`src/rtl/fw_pkg.sv`:
```
// shared widths, codes and command type for the binary indexed tree block
package fw_pkg;

  // field widths
  localparam int POS_W       = 10;
  localparam int DELTA_W     = 32;
  localparam int SUM_W       = 64;
  localparam int SIZE_W      = 11;
  localparam int IN_TDATA_W  = 48;
  localparam int OUT_TDATA_W = 64;

  // defaults
  localparam int                DEPTH_DEFAULT = 1024;
  localparam logic [SIZE_W-1:0] SIZE_RESET    = 11'd1024;

  // command queue between front and back
  localparam int QUEUE_DEPTH = 2;
  localparam int QUEUE_AW    = $clog2(QUEUE_DEPTH);

  // operation codes carried on tuser
  localparam logic FUNC_ADD   = 1'b0;
  localparam logic FUNC_QUERY = 1'b1;

  // classified command handed from front to back
  typedef struct packed {
    logic               is_query;
    logic               skip;
    logic [DELTA_W-1:0] delta;
  } fw_cmd_t;

endpackage

```
`src/rtl/fw_front.sv`:
```
// front end: size register, transaction intake, classification and command queue
module fw_front import fw_pkg::*; #(
  parameter int DEPTH = DEPTH_DEFAULT
) (
  input  logic                       clk,
  input  logic                       rst_n,
  input  logic                       busy,
  input  logic                       in_tvalid,
  output logic                       in_tready,
  input  logic [IN_TDATA_W-1:0]      in_tdata,
  input  logic                       in_tuser,
  input  logic                       cfg_wr_en,
  input  logic [SIZE_W-1:0]          cfg_wr_data,
  output logic                       cmd_valid,
  input  logic                       cmd_ready,
  output fw_cmd_t                    cmd,
  output logic [$clog2(DEPTH)+1:0]   cmd_node,
  output logic [$clog2(DEPTH)+1:0]   limit
);

  localparam int NW = $clog2(DEPTH) + 2;

  logic [SIZE_W-1:0]   size_r;
  logic [POS_W-1:0]    pos;
  logic [POS_W:0]      start;
  logic [31:0]         limit_full;
  logic                is_query;
  fw_cmd_t             new_cmd;
  logic [NW-1:0]       new_node;

  fw_cmd_t             q_cmd_r  [QUEUE_DEPTH];
  logic [NW-1:0]       q_node_r [QUEUE_DEPTH];
  logic [QUEUE_AW-1:0] wr_ptr_r;
  logic [QUEUE_AW-1:0] rd_ptr_r;
  logic [QUEUE_AW:0]   cnt_r;
  logic                push;
  logic                pop;

  // size register
  always_ff @(posedge clk) begin
    if (!rst_n) begin
      size_r <= SIZE_RESET;
    end else if (cfg_wr_en) begin
      size_r <= cfg_wr_data;
    end
  end

  // effective size, clamped to the store depth
  assign limit_full = (32'(size_r) > 32'(DEPTH)) ? 32'(DEPTH) : 32'(size_r);
  assign limit      = NW'(limit_full);

  // classify the incoming transaction
  assign pos      = in_tdata[POS_W-1:0];
  assign start    = {1'b0, pos} + (POS_W+1)'(1);
  assign is_query = (in_tuser == FUNC_QUERY);

  always_comb begin
    new_cmd.is_query = is_query;
    new_cmd.delta    = in_tdata[POS_W +: DELTA_W];
    // an add whose start node lies past the size in use changes nothing
    new_cmd.skip     = !is_query && (32'(start) > limit_full);
    // queries beyond the store start at its top node
    if (32'(start) > 32'(DEPTH)) begin
      new_node = NW'(DEPTH);
    end else begin
      new_node = NW'(start);
    end
  end

  // command queue
  assign in_tready = !busy && (cnt_r != (QUEUE_AW+1)'(QUEUE_DEPTH));
  assign push      = in_tvalid && in_tready;
  assign cmd_valid = (cnt_r != '0);
  assign pop       = cmd_valid && cmd_ready;
  assign cmd       = q_cmd_r[rd_ptr_r];
  assign cmd_node  = q_node_r[rd_ptr_r];

  always_ff @(posedge clk) begin
    if (!rst_n) begin
      wr_ptr_r <= '0;
      rd_ptr_r <= '0;
      cnt_r    <= '0;
    end else begin
      if (push) begin
        q_cmd_r[wr_ptr_r]  <= new_cmd;
        q_node_r[wr_ptr_r] <= new_node;
        wr_ptr_r           <= wr_ptr_r + QUEUE_AW'(1);
      end
      if (pop) begin
        rd_ptr_r <= rd_ptr_r + QUEUE_AW'(1);
      end
      if (push && !pop) begin
        cnt_r <= cnt_r + (QUEUE_AW+1)'(1);
      end else if (pop && !push) begin
        cnt_r <= cnt_r - (QUEUE_AW+1)'(1);
      end
    end
  end

endmodule

```
`config.mk`:
```
export PLATFORM = sky130hd
export DESIGN_NAME = fw_front
export DESIGN_NICKNAME = d
export VERILOG_FILES = /design/src/rtl/fw_pkg.sv /design/src/rtl/fw_front.sv
export SDC_FILE = /design/constraint.sdc
export NUM_CORES = 1
export LEC_CHECK = 0
export BUFFER_PORTS_ARGS = -buffer_cell sky130_fd_sc_hd__buf_2
export CAP_MARGIN = 20
export CORE_MARGIN = 2
export CORE_UTILIZATION = 36
export CTS_CLUSTER_SIZE = 24
export DETAILED_ROUTE_END_ITERATION = 8
export GPL_TIMING_DRIVEN = 0
export PLACE_DENSITY = 0.66
export SYNTH_ARGS = -nofsm -noshare
export SYNTH_HDL_FRONTEND = slang
export SYNTH_SLANG_ARGS = --single-unit
```
`constraint.sdc`:
```
create_clock -name clk -period 9.85 [get_ports clk]
set_input_delay 2.4625 -clock clk [delete_from_list [all_inputs] [get_ports clk]]
set_output_delay 2.4625 -clock clk [all_outputs]
set_load 0.005 [all_outputs]
```
# Word-level counts from Yosys, hierarchy flattened
# Memory sizes are Yosys's and may differ from the RTL's. A register that Yosys moved wholly into a read port is not among the register bits.
# Index checks and enable logic that the tools add are counted.
# op_classes
order_cmp	3
n_mux	11
div_mod_pow	0
bitwise_logic	0
n_eq_ne	1
n_mul	0
n_shift	0
n_reduce_logical	12
n_addsub	5
# op_table
operator	count
$gt 11x11->1 const B	2
$mux 11	2
$add 10x1->11 const B	1
$gt 11x11->1	1
$mux 1	7
$logic_and 1x1->1	6
$logic_not 1->1	4
$mux 2	2
$reduce_bool 2->1	2
$add 1x1->1 const B	2
$add 2x1->2 const B	1
$ne 2x2->1 const B	1
$sub 2x1->2 const B	1
# word_totals
latchBits	0
rom_bits	0
ff_bits	15
mem_count	2
mem_bits_rw	90
# mem_list
memory	words	width	rd	rd_clocked_by_memory_dff	wr	line	rtl
q_cmd_r	2	34	1	1	1	fw_front.sv:31	fw_cmd_t q_cmd_r [QUEUE_DEPTH];
q_node_r	2	11	1	1	1	fw_front.sv:32	logic [NW-1:0] q_node_r [QUEUE_DEPTH];

# Longest topological paths before layout
# Gate-level depths: netlist of the first run.
# depth
ltp_word	7
depth_mapped	10
mapped_depth_nobuf	10

# Worst setup path before layout of the first run
# OpenSTA, ideal clock, no wires.
# synth_path
path_kind	input-to-reg
start	in busy
end	mem q_cmd_r[0][0] in the netlist's numbering, enable pin
stages	3
setup_time_ns	0.447
required_ns	9.403
setup_slack_ns	4.671
n_path_buf	0
t_arrival_ns	4.731
cell_sequence	a211oi_2 > nand2_1 > nor2_1
# synth_between
elab_chain_len	6
# synth_rtl
item	line	rtl
start: declaration	fw_front.sv:7	input logic busy,
$logic_not 1->1	fw_front.sv:71	assign in_tready = !busy && (cnt_r != (QUEUE_AW+1)'(QUEUE_DEPTH));
$logic_and 1x1->1	fw_front.sv:71	
$logic_and 1x1->1	fw_front.sv:72	assign push = in_tvalid && in_tready;
$mux 1	fw_front.sv:84	if (push) begin
$mux 1	fw_front.sv:79	if (!rst_n) begin
$mux 1 (not written as such)	fw_front.sv:85	q_cmd_r[wr_ptr_r] <= new_cmd;
end: declaration	fw_front.sv:31	
# No other way between the ends.

# Final worst setup path of the first run
# layout_path
start	in busy
end	out in_tready
# layout_between
elab_chain_len	2
# layout_rtl
item	line	rtl
$logic_not 1->1	fw_front.sv:71	
$logic_and 1x1->1	fw_front.sv:71	
end: declaration	fw_front.sv:9	output logic in_tready,
# No other way between the ends.

==> flow_summary.toml, run 1 <==
[critical_path]
path_cells = "buf_2 -> a21oi_1 -> buf_2"
worstSetupStartpointType = "input pin"
cp_slowest_cell = "buf_2"
cp_max_fo = 2
reg2reg_from = "cnt_r[0]$_SDFFE_PN0P_"
cp_data_required_time_ns = 7.39
crit_arrival_ns = 2.80
cpLargestDelayFamily = "buffers and inverters"
cp-startpoint = "busy"
cpMostUsedCell = "buf_2"
critPathKind = "input pin to primary output"
crit_path_end_kind = "primary output"
cp_num_buf_inv = 2
slowest_delay_ns = 0.12

[floorplan]
die_y_um = 116
core_area_um2 = 12200
die-area_um2 = 13500
start_util_pct = 37.3
fp.dieW_um = 116
std_cell_rows = 40
ioPinCount = 126

[finish]
nNetsFinal = 504
final_util_pct = 46.5
filler_cell_count = 1129
design_area_um2 = 5660
diodes = 0
area_growth_pct = 24.8
fin_cells = 596
drive_above_1_share_pct = 43.5

[routing]
vias = 2720
final_antenna_net_count = 0
drc = 0
first_pass_iters = 4
wire_per_inst_um = 14.9
routed_wl_mm = 8.86
routed_via_density = 4.56
drt-initial-drc-count = 117

[hold_path]
hp-start = "size_r[9]$_SDFFE_PN0P_"
hold_class = "flop to flop"

[sta]
slew_headroom_pct = 50.0
drv_slew = 0
timing.fmax_mhz = 190
finalHoldViolations = 0
setup_violations = 0
rsz0062_at_grt = "false"
layout_min_cycle_time_ns = 5.27
worst_pin_slew_ns = 0.749
fin_worst_skew_ns = 0.00891
fin_crit_sh_pct = 53.5
tns_ns = 0
holdWs_ns = 0.524

[synthesis]
synth_cells = 295
synth_xor_area_share_pct = 3.28
synth.area.mux_share_pct = 13.4
ys.flop_type = "edfxtp_1"
ys_ff_latch = 106
async_flop_share_pct = 0
syn_area_per_cell_um2 = 15.4
synth_top_family_by_area = "multiplexers"
netlist.area_leader.share_pct = 59.6
synth_top_cell_by_area = "edfxtp_1"
synth_edf_count = 90
synthesis.area_um2 = 4530
synth-compound-area-share_pct = 2.70
synth_cell_types = 40
seq_area_frac_synth_pct = 66.7
synthAdderAreaFrac_pct = 3.86
ys_warn_count = 0
synth_simple_gate_area_share_pct = 7.34
synth_area_leaders = "edfxtp_1 60%, mux2_2 8.9%, dfxtp_1 7.1%, ha_1 3.9%, mux2_1 2.2%"

[clock_tree]
postCtsHoldBufs = 0
post_cts_buffers = 0
clk_pin_slew_ns = 0.07
cts_buffers = 9
cts_buffer_depth = 2
clk_latency_ns = 0.35
cts_max_level = 3
cts_resized = 0
cts_tree = "yes"
clock_sinks = 106
root_buffer = "clkbuf_16"

[placement]
place_congestion = 0.765
place_area_um2 = 5370
port_buffers = 115
post-place-cells = 581
dp_hpwl_mm = 6.23

[grt]
grt_pass1_wl_mm = 13.7
grt_usage_pct = 13.6
grt_max_degree = 24
grt_pass1_vias = 2752
overflow = 0
antenna_found_initial = 0

[job]
max_cap_viol_count = 0

[power]
leakage_nw = 2.26
p_per_area_nw_per_um2 = 197
peakVddDrop_v = 0.0000960

[status]
outcome = "completed"
cells in the mapped netlist, types with 2 or more instances:
master / n
and2_1: 4
inv_1: 12
nand3_1: 4
o21ai_0: 5
clkbuf_1: 2
dfxtp_1: 16
nor2b_1: 16
mux2_1: 9
nand2_1: 17
xor2_1: 8
a21oi_1: 6
xnor2_1: 9
mux2_2: 36
ha_1: 14
nor3_1: 2
nor2_1: 4
edfxtp_1: 90
buf_2: 6
buf_4: 4
mux2i_1: 10
a21boi_1: 2
placed cells by master (no fill, tap or decap), drive strengths merged, types with 6 or more instances in the layout:
cell type	n
mux2i	10
xnor2	9
xor2	8
dfxtp	16
inv	13
ha	14
clkbuf	12
mux2	45
nor2b	16
nand2	17
buf	127
a21oi	6
edfxtp	90
path summary, 6_finish.rpt:
kind	end	slack (ns)	depth (start not counted)
max reg2reg	q_node_r[0][7]$_DFFE_PP_	7.68	5
max	in_tready	4.58	3
min reg2reg	size_r[9]$_SDFFE_PN0P_	0.52	2
min	size_r[9]$_SDFFE_PN0P_	0.52	2
layout make-up:
cell class	instances	area [um^2]	share of cell area (%)
buffer	12	67.6	1.19
clock buffer	10	229	4.05
clock inverter	5	56.3	0.995
inverter	14	52.6	0.929
multi-input combinational	164	1400	24.8
sequential	106	3020	53.4
tap	168	210	3.72
timing repair buffer	117	616	10.9
registers in the layout (all words and copies together), names as in the netlist, named ones only:
name	count
cnt_r	2
wr_ptr_r	1
q_node_r	22
q_cmd_r	68
size_r	11
rd_ptr_r	1
worst reg2reg max path: stages (launching register included):
cell	delay (ns)
dfxtp_1	0.41
inv_2	0.06
a211oi_2	0.37
nand2_1	0.15
nor2_4	0.60
buf_12	0.27
kinds of logic (layout without fill, tap and decap cells):
| kind of cell | after synthesis | count (layout) |
|---|---|---|
| AO/OA/AOI/OAI | 19 | 19 |
| adder cells (fa/ha/maj) | 14 | 14 |
| XOR/XNOR | 17 | 17 |
| multiplexers | 55 | 55 |
| AND/OR/NAND/NOR | 57 | 57 |
| buffers and inverters | 26 | 158 |
| flip-flops | 106 | 106 |
| other | 1 | 2 |
power breakdown:
group          internal [W]  leakage, nW  switching, W
registers          0.000516        0.952     0.0000114
clock network      0.000195        0.138      0.000154
logic              0.000126         1.17      0.000114
per-layer routing:
layer,up-vias,track usage (%),part of all wire [%]
met4,0,5.00,1.4
met5,-,0,0
met2,76,21.9,48
li1,1332,-,-
met1,1300,17.1,45
met3,12,4.62,6.2
per-stage QoR:
| step | setup WS [ns] | total power [W] |
|---|---|---|
| after detailed placement | 4.58 | 0.000783 |
| after CTS | 4.58 | 0.00114 |
| after global placement | 3.28 | 0.000775 |
| after global routing | 4.52 | 0.00118 |
| final | 4.58 | 0.00112 |
| after floorplan | 4.67 | 0.000684 |
Power figures use the tool's default switching activity.
==> inputs of run 2 (changes only) <==
Settings changed: ABC_AREA set to 1.
Clock period 9.85 ns to 5.15 ns, I/O delays scaled along.
==> flow_summary.toml, run 2 <==
[finish]
largest_reg_flops = 68
seq_area_um2 = 3020
filler_cell_count = 1170
regMostFlops = "q_cmd_r"
area_growth_pct = 25.1
diodes = 0
multi_input_area_um2 = 1310
final_common_cell = "buf_2"
drive_above_1_share_pct = 41.3
nNetsFinal = 555
most-common-layout-cells = "119 x buf_2, 90 x edfxtp_1, 45 x mux2_2"
reg_top3 = "q_cmd_r: 68 flops, q_node_r: 22 flops, size_r: 11 flops"

[critical_path]
r2r_end = "q_cmd_r[0][32]$_DFFE_PP_"
cpLargestDelayFamily = "simple AND/OR/NAND/NOR gates"
cp_max_fo = 5
reg2reg_from = "size_r[1]$_SDFFE_PN0P_"
slowest_delay_ns = 0.31
rrSetupSlack_ns = 3.09
path_cells = "buf_2 -> ha_1 -> nand2_1 -> nor2_2 -> nand2_1 -> xor2_1 -> inv_1 -> ha_1 -> nand2_1 -> nor2_1 -> nand2_1 -> o21bai_1 -> inv_1 -> nand2_1 -> inv_1"
cp_num_buf_inv = 4
crit_arrival_ns = 3.20
cp-startpoint = "in_tdata[0]"
worstSetupStartpointType = "input pin"
cp_data_required_time_ns = 5.24
cpMostUsedCell = "nand2_1"
critPathKind = "input pin to flop"
crit_path_end_kind = "flop"
reg2reg_depth = 14
cp_slowest_cell = "ha_1"

[floorplan]
core_area_um2 = 12500
die_y_um = 116
start_util_pct = 36.4
ioPinCount = 126
die-area_um2 = 13500
std_cell_rows = 41
fp.dieW_um = 116

[grt]
overflow = 0
grt_pass1_wl_mm = 13.4
grt_usage_pct = 12.9
grt_pass1_vias = 2910
antenna_found_initial = 0
grt_max_degree = 29

[clock_tree]
cts_tree = "yes"
clock_sinks = 106
postCtsHoldBufs = 0
clk_latency_ns = 0.34
root_buffer = "clkbuf_16"
cts_resized = 0
cts_buffers = 9
cts_max_level = 3
clk_pin_slew_ns = 0.07
post_cts_buffers = 0
cts_buffer_depth = 2

[routing]
drt-initial-drc-count = 135
routed_wl_mm = 8.64
first_pass_iters = 4
routed_via_density = 4.44
drc = 0
vias = 2895
final_antenna_net_count = 0
wire_per_inst_um = 13.3

[synthesis]
async_flop_share_pct = 0
synth_area_leaders = "edfxtp_1 60%, mux2_2 11%, dfxtp_1 7.1%, ha_1 3.9%, nand2_1 3.4%"
synthesis.area_um2 = 4540
synth.area.mux_share_pct = 11.2
ys_warn_count = 0
synth_cells = 344
synth.most_common_cell = "edfxtp_1"
netlist.area_leader.share_pct = 59.6
synth_edf_count = 90
synthTopCellsByCount = "90 x edfxtp_1, 45 x mux2_2, 41 x nand2_1, 39 x inv_1, 27 x nor2_1"
synth_cell_types = 29
ys_ff_latch = 106
synth_xor_area_share_pct = 1.35
syn_area_per_cell_um2 = 13.2
synth_top_cell_by_area = "edfxtp_1"
ys.flop_type = "edfxtp_1"
seq_area_frac_synth_pct = 66.6
synthAdderAreaFrac_pct = 3.86
synth_simple_gate_area_share_pct = 7.89
synth_top_family_by_area = "multiplexers"
synth-compound-area-share_pct = 4.08

[hold_path]
worstHoldPathCells = 2
hp-start = "size_r[0]$_SDFFE_PN0P_"
min_to = "size_r[0]$_SDFFE_PN0P_"
hold_class = "flop to flop"

[job]
max_cap_viol_count = 0

[sta]
setup_ws_ns = 2.04
worst_pin_slew_ns = 0.638
setup_violations = 0
timing.fmax_mhz = 322
layout_min_cycle_time_ns = 3.11
fin_worst_skew_ns = 0.00762
fin_crit_sh_pct = 60.3
tns_ns = 0
finalHoldViolations = 0
slew_headroom_pct = 57.4
rsz0062_at_grt = "false"
drv_slew = 0

[placement]
place_congestion = 0.816
port_buffers = 117
pre_cts_ws_ns = 1.70
dp_hpwl_mm = 6.20

[status]
outcome = "completed"

[power]
p_per_area_nw_per_um2 = 350
peakVddDrop_v = 0.000129
leakage_nw = 2.31
[run 2: changes by cell type after synthesis, sizes merged, moves of 10 or more]
cell   previous run  this run
nand2            17        42
nor2b            16         0
nor2              5        30
a21oi             6        18
inv              13        40
mux2i            10         0
[run 2: report_power, final]
part	internal (W)	total, W	switching [W]
logic	0.000183	0.000362	0.000179
clock network	0.000331	0.000640	0.000308
registers	0.000973	0.000984	0.0000119
total	0.00149	0.00199	0.000499
[run 2: area by class of cell]
type                    count  area share (%)
multi-input cells         186            23.1
inverters                  41            2.71
clock buffers               9            3.97
plain buffers              12            1.23
clock inverters             7           0.926
well taps                 172            3.79
repair buffers            119            11.0
flip-flops and latches    106            53.3
[run 2: how the worst max path moves through the flow]
stage	depth (start not counted)	slack (ns)	to
6_report	15	2.04	q_cmd_r[0][32]$_DFFE_PP_
5_1_grt	15	1.83	q_cmd_r[1][32]$_DFFE_PP_
4_1_cts	15	2.06	q_cmd_r[0][32]$_DFFE_PP_
3_5_place_dp	15	1.70	q_cmd_r[0][32]$_DFFE_PP_
3_3_place_gp	6	-0.17	q_node_r[0][4]$_DFFE_PP_
2_1_floorplan	5	1.10	q_cmd_r[0][0]$_DFFE_PP_
[run 2: per-stage QoR]
stage / cell area, um^2 / hold slack, ns / total power [W] / util, % / instances
floorplan: 4540 / 0.443 / 0.00123 / - / 345
global placement: 5340 / 0.451 / 0.00136 / 42.8 / 634
detailed placement: 5400 / 0.481 / 0.00137 / 43.3 / 636
CTS: 5670 / 0.492 / 0.00202 / 45.5 / 652
global route: 5670 / 0.528 / 0.00209 / 45.5 / 652
finish: 5670 / 0.497 / 0.00199 / 45.5 / 652
[run 2: tightest hold or removal path, cell delays in order, from the launching register on]
cell and delay, ns:
dfxtp_1 0.30, inv_1 0.08, a21oi_1 0.07
[run 2: layer usage]
layer / global-route usage [%] / up-vias / wire, um
li1: - / 1456 / -
met1: 15.9 / 1345 / 3910
met2: 22.1 / 85 / 4200
met3: 3.27 / 9 / 407
met4: 4.76 / 0 / 125
met5: 0 / - / 0
[run 2: logic make-up (layout without fill, tap and decap cells)]
family	Yosys count	count (layout)
compound gates	35	35
other cells	1	2
xor+xnor	7	7
buf+inv	53	188
simple gates	83	83
mux	45	45
fa+ha+maj	14	14
flops	106	106
==> inputs of run 3 (changes only) <==
Settings changed: PLACE_DENSITY 0.66 to 0.68.
Clock period 5.15 ns to 2.8 ns, I/O delays scaled along.
==> flow_summary.toml, run 3 (same netlist as run 2, synthesis figures left out) <==
[critical_path]
crit_arrival_ns = 2.56
worstSetupStartpointType = "input pin"
cpMostUsedCell = "nand2_1"
critPathKind = "input pin to flop"
path_cells = "buf_2 -> ha_1 -> nand2_1 -> nor2_2 -> nand3_1 -> xor2_1 -> inv_1 -> ha_1 -> nand2_1 -> nor2_1 -> nand2_1 -> o21bai_1 -> inv_1 -> nand2_1 -> inv_1"
cp_max_fo = 5
cp_slowest_cell = "ha_1"
cp_data_required_time_ns = 2.88
crit_path_end_kind = "flop"
slowest_delay_ns = 0.29

[sta]
drv_slew = 0
worst_pin_slew_ns = 0.695
slew_headroom_pct = 53.5
setup_ws_ns = 0.323
timing.fmax_mhz = 404
layout_min_cycle_time_ns = 2.48
rsz0062_at_grt = "false"
setup_violations = 0
fin_crit_sh_pct = 88.5
finalHoldViolations = 0
fin_worst_skew_ns = 0.00526

[clock_tree]
clock_sinks = 106
cts_tree = "yes"
cts_max_level = 3
clk_latency_ns = 0.33
postCtsHoldBufs = 0
cts_resized = 0
cts_buffer_depth = 2
cts_buffers = 9
root_buffer = "clkbuf_16"
post_cts_buffers = 0
clk_pin_slew_ns = 0.06

[hold_path]
hold_class = "flop to flop"

[grt]
grt_pass1_vias = 2882
antenna_found_initial = 0
overflow = 0
grt_max_degree = 26
grt_pass1_wl_mm = 13.4
met2_usage_pct = 22.3
grt-busiest-layer = "met2"
gr-usage-met3_pct = 2.80
met1_usage_pct = 15.6
grt_usage_pct = 13.0

[routing]
wire_per_inst_um = 13.6
routed_via_density = 4.46
first_pass_iters = 4
drc = 0
vias = 2906
final_antenna_net_count = 0
drt-initial-drc-count = 148
routed_wl_mm = 8.84

[finish]
area_growth_pct = 25.1
regMostFlops = "q_cmd_r"
largest_reg_flops = 68
drive_above_1_share_pct = 40.3
most-common-layout-cells = "119 x buf_2, 90 x edfxtp_1, 45 x mux2_2"
final_common_cell = "buf_2"
fin_cells = 651
diodes = 0
nNetsFinal = 555
design_area_um2 = 5670
reg_top3 = "q_cmd_r: 68 flops, q_node_r: 22 flops, size_r: 11 flops"

[power]
p_per_area_nw_per_um2 = 649
peakVddDrop_v = 0.000359
leakage_nw = 2.31

[floorplan]
std_cell_rows = 41
die-area_um2 = 13500
fp.dieW_um = 116
die_y_um = 116
start_util_pct = 36.4
core_area_um2 = 12500
ioPinCount = 126

[placement]
port_buffers = 117
pre_cts_ws_ns = -0.0515
post-place-cells = 636
place_area_um2 = 5400
place_congestion = 0.771
dp_hpwl_mm = 6.46

[job]
max_cap_viol_count = 0

[status]
outcome = "completed"
-- run 3: cell count changes in the layout (fill, tap and decap cells not counted) --
| cell | previous run | this run |
|---|---|---|
| inv_6 | 2 | 0 |
| clkinv_2 | 2 | 0 |
| clkbuf_1 | 4 | 7 |
| clkinv_1 | 1 | 2 |
| bufinv_16 | 0 | 1 |
| clkinv_4 | 2 | 0 |
-- run 3: final timing paths --
path | from | end | slack (ns) | cells after the start
setup / recovery | in_tdata[0] | q_cmd_r[0][32]$_DFFE_PP_ | 0.32 | 15
hold / removal | size_r[0]$_SDFFE_PN0P_ | size_r[0]$_SDFFE_PN0P_ | 0.49 | 2
setup reg to reg | cnt_r[0]$_SDFFE_PN0P_ | q_cmd_r[0][25]$_DFFE_PP_ | 0.74 | 7
hold reg to reg | size_r[0]$_SDFFE_PN0P_ | size_r[0]$_SDFFE_PN0P_ | 0.49 | 2
-- run 3: report_power, final --
group | internal (W) | switching, W | leakage [nW]
Combinational | 0.000337 | 0.000332 | 1.22
Sequential | 0.00179 | 0.0000218 | 0.952
Clock | 0.000687 | 0.000513 | 0.130
Total | 0.00281 | 0.000866 | 2.31
-- run 3: layout make-up --
cell class / instances / area, um^2
buffer: 12 / 70.1
clock inverter: 3 / 41.3
timing repair buffer: 119 / 626
fill: 1172 / 6790
tap: 172 / 215
clock buffer: 12 / 236
sequential: 106 / 3020
multi-input combinational: 186 / 1310
inverter: 41 / 154
-- run 3: per-stage QoR --
stage / total power (W) / TNS (ns) / hold slack [ns] / util [%]
finish: 0.00368 / 0 / 0.490 / 45.5
global route: 0.00388 / 0 / 0.521 / 45.5
detailed placement: 0.00253 / -0.103 / 0.486 / 43.3
floorplan: 0.00225 / 0 / 0.453 / -
global placement: 0.00250 / -56.83 / 0.460 / 42.9
CTS: 0.00374 / 0 / 0.496 / 45.5
-- run 3: per-layer routing --
metal | wire [um] | share of wire [%]
met5 | 0 | 0
met4 | 191 | 2.2
met3 | 456 | 5.2
met2 | 4320 | 49
met1 | 3870 | 44
-- run 3: worst max-delay path, delay by kind of cell --
family,cells,cell delay (ns)
simple gates,7,0.68
fa+ha+maj,2,0.49
buf+inv,4,0.34
xor+xnor,1,0.23
compound gates,1,0.12
